`src/rtl/core/qps_pkg.sv`:
```
// qps_pkg: shared widths, register indexes, reset values and the quadrature
// direction table for the quadrature period speed block.
// No dependencies.
package qps_pkg;

  // Default width of the microsecond stamp
  localparam int TIME_US_BITS_DEF = 16;

  // Field widths
  localparam int CIRC_W  = 24;
  localparam int PPR_W   = 16;
  localparam int THR_W   = 32;
  localparam int MS_W    = 32;
  localparam int SPEED_W = 40;
  localparam int CFG_W   = 32;
  localparam int CFG_IDX_W = 2;

  // Numerator circ * 1e6 fits in 44 bits
  localparam int NUM_W = 44;
  localparam int CNT_W = $clog2(NUM_W);

  // Shared multiplier operand widths
  localparam int MUL_A_W = 32;
  localparam int MUL_B_W = 20;
  localparam logic [MUL_B_W-1:0] USEC_PER_SEC = 20'd1000000;

  localparam logic [SPEED_W-1:0] SPEED_MAX = 40'h7F_FFFF_FFFF;

  // Register indexes
  localparam logic [CFG_IDX_W-1:0] REG_CIRC = 2'd0;
  localparam logic [CFG_IDX_W-1:0] REG_PPR  = 2'd1;
  localparam logic [CFG_IDX_W-1:0] REG_THR  = 2'd2;

  // Register reset values
  localparam logic [CIRC_W-1:0] CIRC_RST = 24'd65536;
  localparam logic [PPR_W-1:0]  PPR_RST  = 16'd1;
  localparam logic [THR_W-1:0]  THR_RST  = 32'd100;

  // Direction codes
  localparam logic signed [1:0] DIR_FWD  = 2'sb01;
  localparam logic signed [1:0] DIR_REV  = 2'sb11;
  localparam logic signed [1:0] DIR_NONE = 2'sb00;

  // Direction for a transition, indexed [previous state][new state]
  localparam logic signed [1:0] QUAD_DIR [4][4] = '{
    '{DIR_NONE, DIR_REV,  DIR_FWD,  DIR_NONE},
    '{DIR_FWD,  DIR_NONE, DIR_NONE, DIR_REV },
    '{DIR_REV,  DIR_NONE, DIR_NONE, DIR_FWD },
    '{DIR_NONE, DIR_FWD,  DIR_REV,  DIR_NONE}
  };

endpackage

```
`src/rtl/core/quadrature_period_speed.sv`:
```
// quadrature_period_speed: speed and direction from quadrature encoder samples.
// Uses qps_pkg for widths, register indexes and the direction table.
//
//   channel  | handshake            | payload
//   ---------+----------------------+-------------------------------------------
//   input    | in_valid / in_stall  | phase_a, phase_b, time_us, time_ms
//   output   | out_valid / out_stall| signed_speed_q16, direction
//   config   | cfg_write            | cfg_index, cfg_data
//
// A sample without a speed update goes from accept straight to output load.
// A rising edge of phase A with a nonzero period makes two passes through the
// shared multiplier, then runs a restoring divider that retires one quotient
// bit per cycle, then saturation and output load. Reset (rst, synchronous)
// clears sequencer, block state and out_valid; registers return to defaults.
// in_stall is high while a request is in work; a stalled result holds its value
// and the block waits in its final step until the output slot frees.
module quadrature_period_speed #(
  parameter int TIME_US_BITS = qps_pkg::TIME_US_BITS_DEF
) (
  input  logic                                  clk,
  input  logic                                  rst,
  // input channel
  input  logic                                  in_valid,
  output logic                                  in_stall,
  input  logic                                  phase_a,
  input  logic                                  phase_b,
  input  logic [TIME_US_BITS-1:0]               time_us,
  input  logic [qps_pkg::MS_W-1:0]              time_ms,
  // output channel
  output logic                                  out_valid,
  input  logic                                  out_stall,
  output logic signed [qps_pkg::SPEED_W-1:0]    signed_speed_q16,
  output logic signed [1:0]                     direction,
  // configuration
  input  logic                                  cfg_write,
  input  logic [qps_pkg::CFG_IDX_W-1:0]         cfg_index,
  input  logic [qps_pkg::CFG_W-1:0]             cfg_data
);

  localparam int DEN_W = TIME_US_BITS + qps_pkg::PPR_W;
  localparam int PROD_W = qps_pkg::MUL_A_W + qps_pkg::MUL_B_W;

  // Sequencer states
  localparam logic [2:0] ST_IDLE = 3'd0;
  localparam logic [2:0] ST_MULN = 3'd1;
  localparam logic [2:0] ST_MULD = 3'd2;
  localparam logic [2:0] ST_DIV  = 3'd3;
  localparam logic [2:0] ST_SAT  = 3'd4;
  localparam logic [2:0] ST_FIN  = 3'd5;

  logic [2:0] state;

  // Configuration registers
  logic [qps_pkg::CIRC_W-1:0] circumference_q16;
  logic [qps_pkg::PPR_W-1:0]  pulses_per_rev;
  logic [qps_pkg::THR_W-1:0]  stop_threshold_ms;

  // Block state
  logic                          prev_phase_a;
  logic [TIME_US_BITS-1:0]       last_edge_us;
  logic [qps_pkg::MS_W-1:0]      last_update_ms;
  logic [qps_pkg::SPEED_W-1:0]   speed_magnitude;
  logic [1:0]                    last_quad_state;
  logic signed [1:0]             held_direction;

  // Working registers
  logic [TIME_US_BITS-1:0]       period_reg;
  logic [qps_pkg::MS_W-1:0]      now_ms_reg;
  logic [DEN_W-1:0]              den;
  logic [DEN_W-1:0]              rem;
  logic [qps_pkg::NUM_W-1:0]     quo;
  logic [qps_pkg::CNT_W-1:0]     div_cnt;

  // Accept-time decode
  logic                          in_acc;
  logic                          rise_a;
  logic [TIME_US_BITS-1:0]       period;
  logic [qps_pkg::MS_W-1:0]      elapsed_ms;
  logic                          timed_out;
  logic [1:0]                    quad;

  assign in_stall   = (state != ST_IDLE);
  assign in_acc     = in_valid && !in_stall;
  assign rise_a     = !prev_phase_a && phase_a;
  assign period     = time_us - last_edge_us;
  assign elapsed_ms = time_ms - last_update_ms;
  assign timed_out  = elapsed_ms > stop_threshold_ms;
  assign quad       = {phase_a, phase_b};

  // Shared multiplier: circ * 1e6, then period * pulses
  logic [qps_pkg::MUL_A_W-1:0] mul_a;
  logic [qps_pkg::MUL_B_W-1:0] mul_b;
  logic [PROD_W-1:0]           prod;

  always_comb begin
    if (state == ST_MULN) begin
      mul_a = qps_pkg::MUL_A_W'(circumference_q16);
      mul_b = qps_pkg::USEC_PER_SEC;
    end else begin
      mul_a = qps_pkg::MUL_A_W'(period_reg);
      mul_b = qps_pkg::MUL_B_W'(pulses_per_rev);
    end
  end

  assign prod = PROD_W'(mul_a) * PROD_W'(mul_b);

  // Restoring divider step
  logic [DEN_W:0] trial;
  logic [DEN_W:0] diff;
  logic           fits;

  assign trial = {rem, quo[qps_pkg::NUM_W-1]};
  assign diff  = trial - {1'b0, den};
  assign fits  = trial >= {1'b0, den};

  // Signed result from magnitude and direction
  logic [qps_pkg::SPEED_W-1:0] speed_out;

  always_comb begin
    if (held_direction == qps_pkg::DIR_FWD) begin
      speed_out = speed_magnitude;
    end else if (held_direction == qps_pkg::DIR_REV) begin
      speed_out = qps_pkg::SPEED_W'(0) - speed_magnitude;
    end else begin
      speed_out = '0;
    end
  end

  // Output register load: final step with the output slot free
  logic out_load;

  assign out_load = (state == ST_FIN) && (!out_valid || !out_stall);

  // Configuration writes
  always_ff @(posedge clk) begin
    if (rst) begin
      circumference_q16 <= qps_pkg::CIRC_RST;
      pulses_per_rev    <= qps_pkg::PPR_RST;
      stop_threshold_ms <= qps_pkg::THR_RST;
    end else if (cfg_write) begin
      case (cfg_index)
        qps_pkg::REG_CIRC: circumference_q16 <= cfg_data[qps_pkg::CIRC_W-1:0];
        qps_pkg::REG_PPR:  pulses_per_rev    <= cfg_data[qps_pkg::PPR_W-1:0];
        qps_pkg::REG_THR:  stop_threshold_ms <= cfg_data[qps_pkg::THR_W-1:0];
        default: ;
      endcase
    end
  end

  // Sequencer and block state
  always_ff @(posedge clk) begin
    if (rst) begin
      state           <= ST_IDLE;
      prev_phase_a    <= 1'b0;
      last_edge_us    <= '0;
      last_update_ms  <= '0;
      speed_magnitude <= '0;
      last_quad_state <= 2'd0;
      held_direction  <= qps_pkg::DIR_NONE;
    end else begin
      case (state)
        ST_IDLE: begin
          if (in_acc) begin
            prev_phase_a <= phase_a;
            if (quad != last_quad_state) begin
              held_direction  <= qps_pkg::QUAD_DIR[last_quad_state][quad];
              last_quad_state <= quad;
            end
            if (rise_a) begin
              last_edge_us <= time_us;
            end
            if (rise_a && (period != '0)) begin
              period_reg <= period;
              now_ms_reg <= time_ms;
              state      <= ST_MULN;
            end else begin
              if (timed_out) begin
                speed_magnitude <= '0;
              end
              state <= ST_FIN;
            end
          end
        end
        ST_MULN: begin
          quo   <= prod[qps_pkg::NUM_W-1:0];
          rem   <= '0;
          state <= ST_MULD;
        end
        ST_MULD: begin
          den     <= prod[DEN_W-1:0];
          div_cnt <= qps_pkg::CNT_W'(qps_pkg::NUM_W - 1);
          state   <= ST_DIV;
        end
        ST_DIV: begin
          rem <= fits ? diff[DEN_W-1:0] : trial[DEN_W-1:0];
          quo <= {quo[qps_pkg::NUM_W-2:0], fits};
          if (div_cnt == '0) begin
            state <= ST_SAT;
          end else begin
            div_cnt <= div_cnt - qps_pkg::CNT_W'(1);
          end
        end
        ST_SAT: begin
          // quotient saturates; a zero divisor yields all ones and lands here too
          if (quo > qps_pkg::NUM_W'(qps_pkg::SPEED_MAX)) begin
            speed_magnitude <= qps_pkg::SPEED_MAX;
          end else begin
            speed_magnitude <= quo[qps_pkg::SPEED_W-1:0];
          end
          last_update_ms <= now_ms_reg;
          state          <= ST_FIN;
        end
        ST_FIN: begin
          if (out_load) begin
            state <= ST_IDLE;
          end
        end
        default: begin
          state <= ST_IDLE;
        end
      endcase
    end
  end

  // Output valid: set on load, cleared when the result is taken
  always_ff @(posedge clk) begin
    if (rst) begin
      out_valid <= 1'b0;
    end else if (out_load) begin
      out_valid <= 1'b1;
    end else if (!out_stall) begin
      out_valid <= 1'b0;
    end
  end

  // Output payload
  always_ff @(posedge clk) begin
    if (out_load) begin
      signed_speed_q16 <= speed_out;
      direction        <= held_direction;
    end
  end

`ifndef SYNTH
  // An edge with a nonzero period starts the multiply pass
  assert property (@(posedge clk) disable iff (rst)
    in_acc && rise_a && (period != '0) |=> state == ST_MULN)
    else $error("speed update did not start the multiplier");

  // Any other request goes straight to the output step
  assert property (@(posedge clk) disable iff (rst)
    in_acc && !(rise_a && (period != '0)) |=> state == ST_FIN)
    else $error("non-update request did not go to output");

  // Saturation keeps the magnitude within the signed range
  assert property (@(posedge clk) disable iff (rst)
    !speed_magnitude[qps_pkg::SPEED_W-1])
    else $error("speed magnitude above saturation limit");

  // A delivered direction is never the unused code
  assert property (@(posedge clk) disable iff (rst)
    out_valid |-> direction != 2'sb10)
    else $error("invalid direction code on output");

  // The divider runs exactly from MULD to SAT with the counter in range
  assert property (@(posedge clk) disable iff (rst)
    state == ST_DIV |-> div_cnt < qps_pkg::CNT_W'(qps_pkg::NUM_W))
    else $error("divider counter out of range");
`endif

endmodule

```
`config.mk`:
```
export PLATFORM = sky130hd
export DESIGN_NAME = quadrature_period_speed
export DESIGN_NICKNAME = d
export VERILOG_FILES = /design/src/rtl/core/qps_pkg.sv /design/src/rtl/core/quadrature_period_speed.sv
export SDC_FILE = /design/constraint.sdc
export NUM_CORES = 2
export LEC_CHECK = 0
export BUFFER_PORTS_ARGS = -buffer_cell sky130_fd_sc_hd__buf_2
export CORE_MARGIN = 5
export CORE_UTILIZATION = 45
export CTS_BUF_LIST = sky130_fd_sc_hd__clkbuf_2 sky130_fd_sc_hd__clkbuf_4 sky130_fd_sc_hd__clkbuf_8
export DETAILED_ROUTE_END_ITERATION = 7
export RECOVER_POWER = 100
export SETUP_SLACK_MARGIN = 0.1
export SYNTH_ARGS = -nofsm -noshare
export SYNTH_HDL_FRONTEND = slang
export SYNTH_SLANG_ARGS = --single-unit
```
`constraint.sdc`:
```
create_clock -name clk -period 9.1 [get_ports clk]
set_input_delay 1.365 -clock clk [delete_from_list [all_inputs] [get_ports clk]]
set_output_delay 1.365 -clock clk [all_outputs]
set_load 0.005 [all_outputs]
```
# == Yosys cells after proc, flatten, opt, wreduce, memory -nomap -nowiden ==
# Index checks and enable logic that the tools add are counted.
# word_totals
reg_bits,373
elab_cells,106
# classes
addsub,5
n_mul,1
order_cmp,5
eq_ne,17
mux,27
bitwise,3
reduce_logical,29
# op_table
cell,n
$mux 40,6
$pmux 44 s2,1
$pmux 40 s2,1
$pmux 32 s2,1
$sub 32x32->32,2
$gt 44x39->1 const B,1
$mul 32x20->44,1
$sub 1x40->40 const A,1
$ge 33x32->1,1
$gt 32x32->1,1
$mux 32,1
$mux 24,1
$mux 20,1
$pmux 3 s6,1
$bmux 8 s2,1
$mux 8,2
$reduce_bool 16->1,1
$sub 16x16->16,1
$mux 3,4
$ne 2x2->1 const B,6
$pmux 6 s2,1
$reduce_and 2->1,6
$reduce_and 3->1,4
$reduce_and 4->1,2
23 further kinds,39

# == Depth between registers and ports, before layout ==
# depth
ltp_word,7
ltp_mapped,31

# == Worst setup path before layout ==
# Ideal clock, no wire load.
# synth_timing
path_type,flip-flop to flip-flop
from,reg state[0]
to,"reg quo[43] (netlist name), data pin"
arrival_time_ps,7873
path_slack_ps,957
path_stages_with_launch,30
path_cell_list,dfxtp_1 -> clkbuf_1 -> nand2b_1 -> nor2_1 -> clkbuf_1 -> clkbuf_1 -> nand2_1 -> inv_1 -> a21oi_1 -> fa_1 -> inv_1 -> fa_1 -> fa_1 -> fa_1 -> fa_1 -> fa_1 -> inv_1 -> fa_1 -> inv_1 -> ha_1 -> clkbuf_1 -> a21oi_1 -> o21ai_0 -> a2111o_1 -> a31oi_1 -> nor3_1 -> o41a_1 -> a2111oi_0 -> xnor2_1 -> a21oi_1
# synth_via
elab_chain_cells,4
word_cells_on_any_way,6
classes_between,mul (1); eq/ne (2); mux (3)
# synth_rtl
item,line_no,source
from (decl),quadrature_period_speed.sv:51,logic [2:0] state;
from (signal assigned),quadrature_period_speed.sv:153,state <= ST_IDLE;
from (signal assigned),quadrature_period_speed.sv:175,state <= ST_MULN;
from (signal assigned),quadrature_period_speed.sv:180,state <= ST_FIN;
$eq 3x1->1,"quadrature_period_speed.sv:96, quadrature_period_speed.sv:161",
$mux 24 or $mux 20 (tied branches),quadrature_period_speed.sv:96,if (state == ST_MULN) begin
$mul 32x20->44,quadrature_period_speed.sv:105,assign prod = PROD_W'(mul_a) * PROD_W'(mul_b);
$pmux 44 s2 (*),quadrature_period_speed.sv:161,case (state)
to (signal assigned),quadrature_period_speed.sv:185,quo <= prod[qps_pkg::NUM_W-1:0];
to (signal assigned),quadrature_period_speed.sv:196,"quo <= {quo[qps_pkg::NUM_W-2:0], fits};"
to (decl),quadrature_period_speed.sv:71,logic [qps_pkg::NUM_W-1:0] quo;
# Mark *: on every way between the ends. The rest lies on a longest branch, timed or not.
# A chain may end at the register's enable or synchronous reset.

# == Worst setup path after layout ==
# layout_timing
from,reg state[2]
to,"reg quo[43] (netlist name), data pin"
# Same word-level chain as after synthesis.

==> results.py <==
metrics = {
    "worst_setup_path": {
        "setup.worst_path.end_class": "flip-flop",
        "cp.arrival_ns": 8.91,
        "cp_max_fo": 42,
        "timing.critical_path.from_type": "flip-flop",
        "r2r_setup_slack_ns": 0.50,
        "path_class": "flip-flop to flip-flop",
        "crit_required_ns": 9.41,
    },
    "yosys": {
        "seq_area_frac_synth_pct": 27.4,
        "syn-cell-area_um2": 34800,
        "ys_top_cells_by_area": "fa_1, edfxtp_1, ha_1, dfxtp_1, inv_1",
        "synth_edf_count": 204,
        "syn-instance-count": 3794,
        "syn_area_per_cell_um2": 9.16,
        "dominant_combinational_cell_family_by_area_after_synthesis": "adder cells",
        "synth-warning-count": 0,
        "yosysMostFrequentCell": "inv_1",
        "synth-compound-area-share_pct": 11.3,
        "adder_cell_fraction_of_synth_area_pct": 32.2,
        "synth.mux.area_fraction_pct": 1.09,
        "ys_async_sr_fraction_pct": 0,
        "synth_top_cells_by_count": "inv_1, nand2_1, fa_1",
        "synth-main-ff-cell": "edfxtp_1",
        "synthXorXnorAreaFrac_pct": 3.93,
        "synthSimpleGateAreaFrac_pct": 15.9,
        "yosysUniqueCellTypes": 80,
        "synth_top_cell_area_share_pct": 22.3,
        "synth_largest_area_cell": "fa_1",
        "synth-seq-cells": 373,
    },
    "power": {
        "seq_power_share_pct": 22.3,
        "power_report.internal_total_w": 0.00648,
        "cellLeakagePower_nw": 17.7,
        "power.ir.vdd_worst_mv": 0.357,
        "sw_frac_of_total_pct": 46.8,
        "net-switching-power_w": 0.00571,
        "power.clock.fraction_pct": 14.2,
        "p_comb_share_pct": 63.5,
        "design_power_total_w": 0.0122,
        "power-per-cell-area_nw_per_um2": 319,
    },
    "cells_and_area": {
        "largest_register_ffs": 44,
        "seqCellArea_um2": 9510,
        "finish.net_count": 4739,
        "fill_cells": 7482,
        "synthToLayoutAreaGrowth_pct": 10.0,
        "post_route_cells_drive_above_1_share_pct": 6.33,
        "top_regs": "quo: 44 flops, signed_speed_q16: 40 flops, speed_magnitude: 40 flops",
        "final_non_filler_cell_area_um2": 38200,
        "largest_register": "quo",
        "multi_input_area_um2": 22800,
    },
    "cts": {
        "clock_tree_from_tritoncts": "built",
        "root_buffer": "clkbuf_8",
        "clock_latency_ns": 0.68,
        "clock_path_buffers": 3,
        "clock_sinks": 373,
        "numCtsBuffers": 70,
        "clock_tree.htree_level_count": 3,
        "clk_pin_slew_ns": 0.06,
        "ctsHoldBuffers": 0,
    },
    "timing": {
        "grt_setup_unrepaired": "false",
        "final_period_minus_worst_setup_slack_ns": 8.60,
        "holdWs_ns": 0.447,
        "setup_viol": 0,
        "final.period_utilization_pct": 94.5,
        "slew_headroom_pct": -150,
        "finalHoldViolations": 0,
        "finalClockSkew_ns": 0.0459,
        "totalNegativeSetupSlack_ns": 0,
        "achievable_clock_frequency_ghz": 0.116,
        "timing_worst_slew_pin_value_ns": 3.75,
        "report.final.slew_viol_count": 555,
        "worst_slack_ns": 0.500,
    },
    "run_status": {
        "outcome": "finished with violations",
        "failed_checks": "capacitance limit, slew limit",
    },
    "min_path": {
        "hold_path.class": "flip-flop to flip-flop",
    },
    "die": {
        "floorplan.die.height_um": 288,
        "floorplan.initialDensity_pct": 45.1,
        "core_area_um2": 77100,
        "std_cell_rows": 102,
        "die_area_um2": 82900,
        "top_level_ports": 133,
        "die_w_um": 288,
    },
    "detailed_routing": {
        "avgViaCountPerCell": 5.13,
        "postRouteWirelength_um": 89200,
        "drcViolationCount": 0,
        "antenna_violating_nets_post_route": 0,
        "drt_iter0_markers": 1655,
        "drtPass1Iterations": 5,
        "dr_total_vias": 26100,
        "post_drt_wl_per_cell_um": 17.5,
    },
    "global_route": {
        "number_of_antenna_violations_at_the_first_check_in_global_routing": 24,
        "globalRoute.totalOverflow": 0,
        "groute.usage.overall_pct": 21.5,
        "grt_max_degree": 82,
        "first_pass_grt_wire_length_um": 142000,
        "grt_pass1_vias": 26000,
    },
    "place": {
        "preCtsSetupSlack_ns": 0.522,
        "port_buffers": 132,
        "detailed_place_hpwl_um": 69700,
        "placed_cell_area_um2": 36900,
        "gp_congestion": 0.889,
    },
    "flow_run": {
        "max_cap_viol_count": 13,
    },
}
-- final timing paths --
kind | from | end | cells after the start
max | state[2] | quo[43] | 25
min | prev_phase_a | prev_phase_a | 2
max reg2reg | state[2] | quo[43] | 25
min reg2reg | prev_phase_a | prev_phase_a | 2
-- critical path: stages, from the launching register on --
cell       delay [ns]
dfxtp_1          0.30
nand2b_1         0.28
or2_4            0.46
buf_12           0.23
and3_1           0.21
fa_1             0.44
fa_1             0.49
inv_1            0.05
fa_1             0.53
inv_1            0.06
fa_1             0.53
fa_1             0.44
fa_1             0.54
inv_1            0.05
fa_1             0.52
inv_1            0.05
ha_1             0.36
a21oi_1          0.19
o2111ai_1        0.25
a2111o_1         0.46
a31oi_1          0.35
nor3_1           0.20
o41a_1           0.48
a2111oi_0        0.50
xnor2_1          0.18
a21oi_1          0.09
-- layout by cell type, fill, tap and decap left out, drive strengths merged, types with 106 or more instances in the layout --
cell	netlist	routed
dfxtp	169	169
buf	10	106
nand2	572	572
ha	275	275
nor2	195	196
a21oi	255	255
inv	596	601
xnor2	109	109
fa	387	387
edfxtp	204	204
clkbuf	145	171
and3	132	132
-- logic make-up (layout without fill, tap and decap cells) --
logic type,count (synthesis),in the layout
xor+xnor,156,156
buf+inv,751,895
simple gates,1193,1195
fa+ha+maj,663,663
flops,373,373
compound gates,620,620
mux,36,36
other cells,2,121
-- layer usage --
metal / part of all wire (%) / vias to the layer above / GRT usage (%) / wire length (um)
met1: 44 / 12500 / 28.9 / 39300
met2: 46 / 667 / 34.9 / 41300
met5: 0.11 / - / 0 / 97
met4: 2.5 / 16 / 5.69 / 2190
met3: 7.1 / 144 / 5.27 / 6330
li1: - / 12800 / - / -
-- stage by stage --
step	std cells	util [%]
floorplan	3896	-
global placement	4952	47.9
detailed placement	4952	47.9
CTS	5078	49.8
global route	5087	49.6
finish	5099	49.6
-- power by group through the flow --
stage	sequential [W]	clock [W]	combinational, W
final	0.00272	0.00173	0.00774
after global routing	0.00275	0.00186	0.00878
after global placement	0.00274	0	0.00772
after detailed placement	0.00274	0	0.00776
after floorplan	0.00265	0	0.00574
after CTS	0.00271	0.00178	0.00784
-- layout make-up --
type	instances	share of cell area, %
timing repair buffer	173	2.23
tap	1040	3.40
clock inverter	22	0.547
inverter	596	5.85
sequential	373	24.9
clock buffer	104	3.35
multi-input combinational	2774	59.6
antenna	17	0.111
-- repair_timing --
item                       CTS  global route
resized for setup            0             1
buffers inserted             0             2
setup endpoints to repair    0             2
(Power assumes the default switching activity.)
